[src/rtl/cqs_pkg.sv]
// Package for the circular queue with search.
// Sizes, item kinds, result status codes and the pointer wrap helper.
// No dependencies.
package cqs_pkg;

    localparam int DEPTH    = 8;
    localparam int PTR_W    = $clog2(DEPTH);
    localparam int CNT_W    = $clog2(DEPTH + 1);
    localparam int KIND_W   = 2;
    localparam int WORD_W   = 32;
    localparam int STATUS_W = 3;
    localparam int SLOT_W   = 3;
    localparam int OCC_W    = 4;

    typedef enum logic [KIND_W-1:0] {
        KIND_ENQ  = 2'd0,
        KIND_DEQ  = 2'd1,
        KIND_SRCH = 2'd2,
        KIND_DISP = 2'd3
    } kind_t;

    typedef enum logic [STATUS_W-1:0] {
        STAT_DONE    = 3'd0,
        STAT_FULL    = 3'd1,
        STAT_EMPTY   = 3'd2,
        STAT_MATCH   = 3'd3,
        STAT_NOMATCH = 3'd4,
        STAT_LISTED  = 3'd5
    } status_t;

    function automatic logic [PTR_W-1:0] next_ptr(input logic [PTR_W-1:0] p);
        logic [PTR_W-1:0] r;
        if (p == PTR_W'(DEPTH - 1))
        begin
            r = '0;
        end
        else
        begin
            r = p + 1'b1;
        end
        return r;
    endfunction

endpackage

[src/rtl/cqs_ram.sv]
// Generic single-clock RAM: one write port, one read port, registered read.
// No dependencies.
module cqs_ram #(
    parameter int  DATA_W    = 32,
    parameter int  NUM_WORDS = 8,
    localparam int ADDR_W    = $clog2(NUM_WORDS)
) (
    input  logic              clk,
    input  logic              wr_en,
    input  logic [ADDR_W-1:0] wr_addr,
    input  logic [DATA_W-1:0] wr_data,
    input  logic [ADDR_W-1:0] rd_addr,
    output logic [DATA_W-1:0] rd_data
);

    logic [DATA_W-1:0] mem [NUM_WORDS];

    always_ff @(posedge clk)
    begin
        if (wr_en)
        begin
            mem[wr_addr] <= wr_data;
        end
    end

    always_ff @(posedge clk)
    begin
        rd_data <= mem[rd_addr];
    end

endmodule

[src/rtl/circular_queue_with_search.sv]
// Top level of the circular queue with search: control, pointers, result register.
// Depends on cqs_pkg and cqs_ram.
//
// channel   direction  handshake          word
// command   in         start & !busy      kind, value
// result    out        strobe (1 cycle)   status, data, slot, occupancy, last
//
// Enqueue: the result is registered in the cycle after acceptance.
// Dequeue: passes through S_DEQ, since the read of the slot RAM is registered.
// Search: S_SCAN over the occupancy, then S_FIN; display: S_SCAN only; one RAM read
// per cycle walks the entries from head to tail. Empty-queue cases answer from S_IDLE.
// Reset clears pointers, count and control; slot contents stay undefined.
// The receiver cannot stall: each result is valid for exactly one cycle.
module circular_queue_with_search (
    input  logic                          clk,
    input  logic                          rst_n,
    input  logic                          start,
    input  logic [cqs_pkg::KIND_W-1:0]    kind,
    input  logic signed [cqs_pkg::WORD_W-1:0] value,
    output logic                          busy,
    output logic                          strobe,
    output logic [cqs_pkg::STATUS_W-1:0]  status,
    output logic signed [cqs_pkg::WORD_W-1:0] data,
    output logic [cqs_pkg::SLOT_W-1:0]    slot,
    output logic [cqs_pkg::OCC_W-1:0]     occupancy,
    output logic                          last
);
    import cqs_pkg::*;

    typedef enum logic [3:0] {
        S_IDLE = 4'b0001,
        S_DEQ  = 4'b0010,
        S_SCAN = 4'b0100,
        S_FIN  = 4'b1000
    } state_t;

    state_t            state_reg, state_next;
    logic [PTR_W-1:0]  head_reg, head_next;
    logic [PTR_W-1:0]  tail_reg, tail_next;
    logic [CNT_W-1:0]  fill_reg, fill_next;
    logic [PTR_W-1:0]  cur_reg, cur_next;
    logic [CNT_W-1:0]  left_reg, left_next;
    logic [WORD_W-1:0] key_reg, key_next;
    logic              srch_reg, srch_next;
    logic              pend_reg, pend_next;
    logic [PTR_W-1:0]  pend_slot_reg, pend_slot_next;

    logic              strobe_reg, strobe_next;
    status_t           status_reg, status_next;
    logic [WORD_W-1:0] data_reg, data_next;
    logic [SLOT_W-1:0] slot_reg, slot_next;
    logic [OCC_W-1:0]  occ_reg, occ_next;
    logic              last_reg, last_next;

    logic              wr_en;
    logic [PTR_W-1:0]  rd_addr;
    logic [WORD_W-1:0] rd_data;

    cqs_ram #(
        .DATA_W    (WORD_W),
        .NUM_WORDS (DEPTH)
    ) u_ram (
        .clk     (clk),
        .wr_en   (wr_en),
        .wr_addr (tail_reg),
        .wr_data (value),
        .rd_addr (rd_addr),
        .rd_data (rd_data)
    );

    // Next address: walk on during a scan, otherwise keep the head word ready.
    assign rd_addr = (state_reg == S_SCAN) ? next_ptr(cur_reg) : head_reg;

    always_comb
    begin
        state_next     = state_reg;
        head_next      = head_reg;
        tail_next      = tail_reg;
        fill_next      = fill_reg;
        cur_next       = cur_reg;
        left_next      = left_reg;
        key_next       = key_reg;
        srch_next      = srch_reg;
        pend_next      = pend_reg;
        pend_slot_next = pend_slot_reg;
        wr_en          = 1'b0;

        strobe_next    = 1'b0;
        status_next    = status_reg;
        data_next      = data_reg;
        slot_next      = slot_reg;
        occ_next       = occ_reg;
        last_next      = last_reg;

        case (state_reg)
            S_IDLE:
            begin
                if (start)
                begin
                    strobe_next = 1'b1;
                    data_next   = '0;
                    slot_next   = '0;
                    occ_next    = OCC_W'(fill_reg);
                    last_next   = 1'b1;
                    case (kind_t'(kind))
                        KIND_ENQ:
                        begin
                            if (fill_reg == CNT_W'(DEPTH))
                            begin
                                status_next = STAT_FULL;
                            end
                            else
                            begin
                                wr_en       = 1'b1;
                                tail_next   = next_ptr(tail_reg);
                                fill_next   = fill_reg + 1'b1;
                                status_next = STAT_DONE;
                                occ_next    = OCC_W'(fill_reg + 1'b1);
                            end
                        end
                        KIND_DEQ:
                        begin
                            if (fill_reg == '0)
                            begin
                                status_next = STAT_EMPTY;
                            end
                            else
                            begin
                                strobe_next = 1'b0;
                                head_next   = next_ptr(head_reg);
                                fill_next   = fill_reg - 1'b1;
                                state_next  = S_DEQ;
                            end
                        end
                        KIND_SRCH, KIND_DISP:
                        begin
                            srch_next = (kind_t'(kind) == KIND_SRCH);
                            if (fill_reg == '0)
                            begin
                                status_next = (kind_t'(kind) == KIND_SRCH) ?
                                              STAT_NOMATCH : STAT_EMPTY;
                            end
                            else
                            begin
                                strobe_next = 1'b0;
                                key_next    = value;
                                cur_next    = head_reg;
                                left_next   = fill_reg;
                                pend_next   = 1'b0;
                                state_next  = S_SCAN;
                            end
                        end
                        default:
                        begin
                            strobe_next = 1'b0;
                        end
                    endcase
                end
            end

            S_DEQ:
            begin
                strobe_next = 1'b1;
                status_next = STAT_DONE;
                data_next   = rd_data;
                slot_next   = '0;
                occ_next    = OCC_W'(fill_reg);
                last_next   = 1'b1;
                state_next  = S_IDLE;
            end

            S_SCAN:
            begin
                cur_next  = next_ptr(cur_reg);
                left_next = left_reg - 1'b1;
                occ_next  = OCC_W'(fill_reg);
                if (srch_reg)
                begin
                    // a match is held back until the next one shows whether it is last
                    if (rd_data == key_reg)
                    begin
                        if (pend_reg)
                        begin
                            strobe_next = 1'b1;
                            status_next = STAT_MATCH;
                            data_next   = key_reg;
                            slot_next   = SLOT_W'(pend_slot_reg);
                            last_next   = 1'b0;
                        end
                        pend_next      = 1'b1;
                        pend_slot_next = cur_reg;
                    end
                end
                else
                begin
                    strobe_next = 1'b1;
                    status_next = STAT_LISTED;
                    data_next   = rd_data;
                    slot_next   = SLOT_W'(cur_reg);
                    last_next   = (left_reg == CNT_W'(1));
                end
                if (left_reg == CNT_W'(1))
                begin
                    state_next = srch_reg ? S_FIN : S_IDLE;
                end
            end

            S_FIN:
            begin
                strobe_next = 1'b1;
                occ_next    = OCC_W'(fill_reg);
                last_next   = 1'b1;
                if (pend_reg)
                begin
                    status_next = STAT_MATCH;
                    data_next   = key_reg;
                    slot_next   = SLOT_W'(pend_slot_reg);
                end
                else
                begin
                    status_next = STAT_NOMATCH;
                    data_next   = '0;
                    slot_next   = '0;
                end
                state_next = S_IDLE;
            end

            default:
            begin
                state_next = S_IDLE;
            end
        endcase
    end

    always_ff @(posedge clk or negedge rst_n)
    begin
        if (!rst_n)
        begin
            state_reg  <= S_IDLE;
            head_reg   <= '0;
            tail_reg   <= '0;
            fill_reg   <= '0;
            pend_reg   <= 1'b0;
            strobe_reg <= 1'b0;
        end
        else
        begin
            state_reg  <= state_next;
            head_reg   <= head_next;
            tail_reg   <= tail_next;
            fill_reg   <= fill_next;
            pend_reg   <= pend_next;
            strobe_reg <= strobe_next;
        end
    end

    always_ff @(posedge clk)
    begin
        cur_reg       <= cur_next;
        left_reg      <= left_next;
        key_reg       <= key_next;
        srch_reg      <= srch_next;
        pend_slot_reg <= pend_slot_next;
        status_reg    <= status_next;
        data_reg      <= data_next;
        slot_reg      <= slot_next;
        occ_reg       <= occ_next;
        last_reg      <= last_next;
    end

    assign busy      = (state_reg != S_IDLE);
    assign strobe    = strobe_reg;
    assign status    = status_reg;
    assign data      = data_reg;
    assign slot      = slot_reg;
    assign occupancy = occ_reg;
    assign last      = last_reg;

endmodule

[config.mk]
export PLATFORM = sky130hd
export DESIGN_NAME = circular_queue_with_search
export DESIGN_NICKNAME = d
export VERILOG_FILES = /design/src/rtl/cqs_pkg.sv /design/src/rtl/cqs_ram.sv /design/src/rtl/circular_queue_with_search.sv
export SDC_FILE = /design/constraint.sdc
export NUM_CORES = 1
export LEC_CHECK = 0
export BUFFER_PORTS_ARGS = -buffer_cell sky130_fd_sc_hd__buf_2
export CORE_ASPECT_RATIO = 0.9
export CORE_MARGIN = 3
export CORE_UTILIZATION = 40
export DETAILED_ROUTE_END_ITERATION = 8
export HOLD_SLACK_MARGIN = 0.1
export PLACE_DENSITY = 0.68
export SYNTH_ARGS = -nofsm -noshare
export SYNTH_HDL_FRONTEND = slang
export SYNTH_SLANG_ARGS = --single-unit
[constraint.sdc]
create_clock -name clk -period 4.6 [get_ports clk]
set_input_delay 0.23 -clock clk [delete_from_list [all_inputs] [get_ports clk]]
set_output_delay 0.23 -clock clk [all_outputs]
set_load 0.005 [all_outputs]
# Word-level counts from Yosys, hierarchy flattened
# Memories as Yosys holds them, arrays and structs flattened. A register that Yosys moved wholly into a read port is not among the register bits.
# Index checks and enable logic that the tools add are counted.
# W data, S select, Z words.
[word_totals]
latch_bits = 0
reg_bits = 102
elab_cells = 149
n_memories = 1
in_bits = 37
out_inout_bits = 45
rom_bits = 0
ram_bits = 256
[classes]
n_addsub = 6
reduce_logical = 24
n_mul = 0
n_lt_le_gt_ge = 0
n_bitwise = 2
eq_ne = 28
shift = 0
muxes = 72
n_div = 0
[mem_list]
columns = ["memory", "depth", "width", "read_ports", "rd_ports_with_merged_regs", "write_ports", "line", "rtl"]
rows = [
  ["u_ram.mem", 8, 32, 1, 1, 1, "cqs_ram.sv:16", "logic [DATA_W-1:0] mem [NUM_WORDS];"],
]
[op_table]
columns = ["operator", "count"]
rows = [
  ["$mux W32", 5],
  ["$pmux W32 S4", 1],
  ["$mux W3", 20],
  ["$mux W4", 12],
  ["$pmux W4 S2", 5],
  ["$eq A32 B32 Y1", 1],
  ["$reduce_and A4 Y1", 7],
  ["$pmux W3 S4", 2],
  ["$mux W1", 22],
  ["$ne A3 B3 Y1 const B", 5],
  ["$reduce_and A6 Y1", 2],
  ["$add A3 B1 Y3 const B", 3],
  ["$eq A3 B3 Y1 const B", 3],
  ["$pmux W3 S3", 1],
  ["$eq A4 B1 Y1 const B", 2],
  ["$eq A4 B4 Y1 const B", 2],
  ["$ne A2 B2 Y1 const B", 4],
  ["$sub A4 B1 Y4 const B", 2],
  ["$ne A2 B1 Y1 const B", 3],
  ["$pmux W1 S3", 2],
  ["$pmux W3 S2", 1],
  ["$reduce_and A3 Y1", 2],
  ["$reduce_bool A2 Y1", 3],
  ["$reduce_or A3 Y1", 2],
  ["other kinds (17)", 20],
]

# Logic depth before layout (Yosys ltp)
[depth]
depth_word = 7
mapped_depth = 10

# Modules after synthesis
# From an unflattened synthesis, not the netlist that was laid out.
[unflattened]
hier_cells = 743
hier_area_um2 = 15095.7
[modules_own_cells]
columns = ["module", "cells_per_inst", "area_each_um2", "n_inst"]
rows = [
  ["cqs_ram", 415, 10466.3, 1],
  ["circular_queue_with_search", 328, 4629.4, 1],
]

# Worst setup path before layout
# OpenSTA, ideal clock, no wires.
[synth_path]
path_kind = "register to register"
startpoint = "reg state_reg[0]"
endpoint = "mem u_ram.mem[0][0] (enable)"
setup_ns = 0.461
synth_period_minus_slack_ns = 4.455
stages_incl_launch_ff = 7
n_path_buf = 1
setup_slack_ns = 0.145
t_arrival_ns = 3.994
required_ns = 4.139
cell_sequence = "dfstp_2 -> buf_2 -> nor4b_1 -> and2_1 -> nand3_1 -> or2_2 -> nor3_1"
[synth_via]
elab_chain_len = 4
[synth_lines]
columns = ["element", "line", "rtl"]
rows = [
  ["from (decl)", "circular_queue_with_search.sv:37", "state_t state_reg, state_next;"],
  ["from (signal assigned)", "circular_queue_with_search.sv:248", "state_reg <= state_next;"],
  ["$eq A4 B1 Y1", "circular_queue_with_search.sv:95", "case (state_reg)"],
  ["$mux W1", "circular_queue_with_search.sv:95", ""],
  ["$mux W1", "cqs_ram.sv:20", "if (wr_en)"],
  ["$mux W1 (implied by the code)", "cqs_ram.sv:22", "mem[wr_addr] <= wr_data;"],
  ["to (decl)", "cqs_ram.sv:16", ""],
]
# No other way between the ends.

# Worst setup path in the final report
[layout_path]
startpoint = "reg state_reg[0]"
endpoint = "mem u_ram.mem[4][5] (enable)"
# Same word-level chain as after synthesis.

==> metrics.txt <==
clk slew on worst S/H paths 0.06 ns; Longest Clk Path Bufs 3; Cells after Synth 1027; Core Box Area 0.0366 mm2; post-cts gate resize count 0; Synthesis Warnings 0; GR Overflow Total 0; n_diodes 0; Hold WC Path Type in -> reg; vias per cell 5.42; largest delay contributor family on the critical path simple AND/OR/NAND/NOR gates; Post-DRT Antenna Nets 0; Initial Utilization 41.0%; layout cells sized above 1 14.7%; clk_lat worst skew 0.53 ns; status finished clean; PD cells 598 mW/mm2; GR Util All Layers 17.3%; RePlAce Congestion 0.803; Chip Height 190 um; hold endpoint status[1]; DIE WIDTH 210 um; largest net degree at the start of global routing 84; async set-or-reset flop fraction in the synthesized netlist 4.10%; post-synthesis xor/xnor area fraction 2.22%; fin nets 1198; number of synthesized flops with an enable pin 342; DRT Pass-1 Iters 5; syn_nets 1074; first-pass GRT wire length 52900 um; largest family of logic cells by synthesized area simple AND/OR/NAND/NOR gates; H-tree depth 2; ys flop type edfxtp_1; Tmin final 3.49 ns; Reg with most FFs u_ram.mem; r2r setup slk 1.11 ns; Post-Syn Area 0.0150 mm2; internal cell power 7140 uW; CP Class reg -> reg; reg2reg start state_reg[0]; sequential share of the synthesized area 75.4%; Hold Violations, Final 0; CP max FO 22; area grow syn2layout 17.2%; WHS 0.130 ns; share of power burned in registers 45.3%; DRC viols 0; hold depth 2; Final TNS setup 0 ns; RSZ-0062 raised after global routing no; WL/cell 20.7 um; Bufs and invs on worst path 1; CP Data Required Time 4.83 ns; slowest stage delay, CP 0.65 ns; CP endpoint kind flop; CP max stage cell nor2_4; Setup WS pre-CTS 1.07 ns; Crit path depth 6; FMAX 286 MHz; max_slew headroom 20.6%; CTS sink count 390; Max VDD drop 0.000432 V; Root Driver clkbuf_16; flops & latches, synth 390; Post-Route WL 34200 um; antenna violations before repair 0; Clock power frac 27.6%; total number of vias 8973; CTS tree yes; Final HPWL DP 20800 um; hold path start kind[0]; Post-Synth Adder-Cell Area 0.834%; FF-to-FF End u_ram.mem[4][5]; Largest register FFs 256; part of the power in combinational logic 27.1%; number of global-route vias before repair 8878; Worst R2R Path Depth 6; Setup violations, final 0; slew at the pin closest to its max-slew limit 1.19 ns; Slew Limit Fails 0; synthesized area per cell 14.6 um2; Detailed Route Iter0 Violations 882; post-synthesis mux area share 2.86%; Worst Skew 0.0180 ns; Synth Area in Simple Gates 11.6%; Die ar. 0.0399 mm2; maxcap violations 0; Synth Area in Compound Gates 5.55%; Tcrit/Tclk final 75.9%; worst-path cell chain nor4b_1 > and2_1 > nand3_1 > or2_2 > nor2_4 > buf_4; Ports 82; total leakage power 0.00618 uW; Worst EP arrival 3.72 ns; Net Switching 3360 uW; Startpoint Class flop; Setup WS post-layout 1.11 ns; num rows 66; Yosys cell types 48; switching share of power 32.0%; cts bufs inserted 39; port bufs 81
## worst max path at each step
stage / start / to / slack, ns
4_1_cts: state_reg[0] / u_ram.mem[4][5] / 1.07
2_1_floorplan: state_reg[0] / u_ram.mem[0][0] / 0.14
6_report: state_reg[0] / u_ram.mem[4][5] / 1.11
3_5_place_dp: state_reg[0] / u_ram.mem[4][2] / 1.07
3_3_place_gp: state_reg[0] / u_ram.mem[4][2] / 1.34
5_1_grt: state_reg[0] / u_ram.mem[4][2] / 0.82
## power groups by stage
stage	Clock, uW	Combinational (uW)	Sequential (uW)
2_1_floorplan	0	1810	4760
3_3_place_gp	0	2790	4820
3_5_place_dp	0	2840	4830
4_1_cts	2940	2890	4760
5_1_grt	3090	3140	4820
6_report	2900	2850	4760
## cells in the final DEF (no fill, tap or decap), types with 15 or more instances in the layout
master and n:
a22o_1 36, a32oi_1 32, and3_1 33, buf_2 81
buf_4 15, clkbuf_1 19, clkbuf_16 39, dfrtp_1 15
dfxtp_1 32, dlygate4sd3_1 34, edfxtp_1 342, mux2i_1 34
nand2_1 218, nand3_1 70, nor2_1 17, xnor2_1 37
## stage by stage
stage / total power [uW] / util, % / instances / instance area (um2)
after floorplan: 6570 / - / 1027 / 15000
after global placement: 7610 / 44.0 / 1552 / 16100
after detailed placement: 7670 / 44.0 / 1552 / 16100
after CTS: 10600 / 48.0 / 1656 / 17600
after global routing: 11000 / 48.0 / 1656 / 17600
final: 10500 / 48.0 / 1656 / 17600
## cell type report
cell class / instances / area (um2)
well taps: 476 / 596
multi-input cells: 580 / 3600
repair buffers: 132 / 898
flip-flops and latches: 390 / 11300
clock buffers: 59 / 1060
fillers: 3107 / 19000
inverters: 8 / 32.5
clock inverters: 11 / 81.3
## synth_stat cells (2+ instances only)
cell type | instances | share of area (%)
clkbuf_1 | 32 | 0.80
mux2_2 | 7 | 0.53
a21o_1 | 4 | 0.20
nor2b_1 | 5 | 0.21
and3_1 | 33 | 1.4
buf_4 | 2 | 0.10
o21ai_1 | 3 | 0.10
nor3_1 | 6 | 0.20
edfxtp_1 | 342 | 68
nand2b_1 | 7 | 0.29
nand3b_1 | 3 | 0.15
xnor2_1 | 37 | 2.2
nor4b_1 | 2 | 0.12
nor2_1 | 23 | 0.58
a22o_1 | 36 | 2.1
ha_1 | 10 | 0.83
a21oi_1 | 10 | 0.33
o21ai_0 | 9 | 0.30
buf_1 | 2 | 0.050
buf_2 | 13 | 0.43
inv_1 | 7 | 0.18
a32oi_1 | 32 | 1.9
nand2_1 | 218 | 5.5
nor4_1 | 2 | 0.083
dfrtp_1 | 15 | 2.5
nand3_1 | 70 | 2.3
o2bb2ai_1 | 3 | 0.18
dfxtp_1 | 32 | 4.3
mux2i_1 | 35 | 2.3
nand4_1 | 9 | 0.38
## logic make-up after synthesis
kind of cell	after synthesis
compound gates	106
xor+xnor	38
fa+ha+maj	10
buf+inv	57
flops	390
mux	42
simple gates	384
## timing repair
| action | CTS | global route |
|---|---|---|
| hold buffers | 34 | 0 |
| endpoints found under the hold margin | 305 | 0 |
| buffers inserted | 0 | 0 |
## metal layers
layer | track usage, % | vias up | part of all wire, %
li1 | - | 4087 | -
met1 | 24.2 | 4515 | 44
met2 | 27.2 | 309 | 46
met3 | 4.09 | 62 | 7.3
met4 | 4.93 | 0 | 2.2
met5 | 0 | - | 0
## worst register-to-register path: stages (launching register included)
cell and delay, ns:
dfstp_2 0.64, nor4b_1 0.63, and2_1 0.31, nand3_1 0.19, or2_2 0.43, nor2_4 0.65, buf_4 0.34
Power figures use the tool's default switching activity.
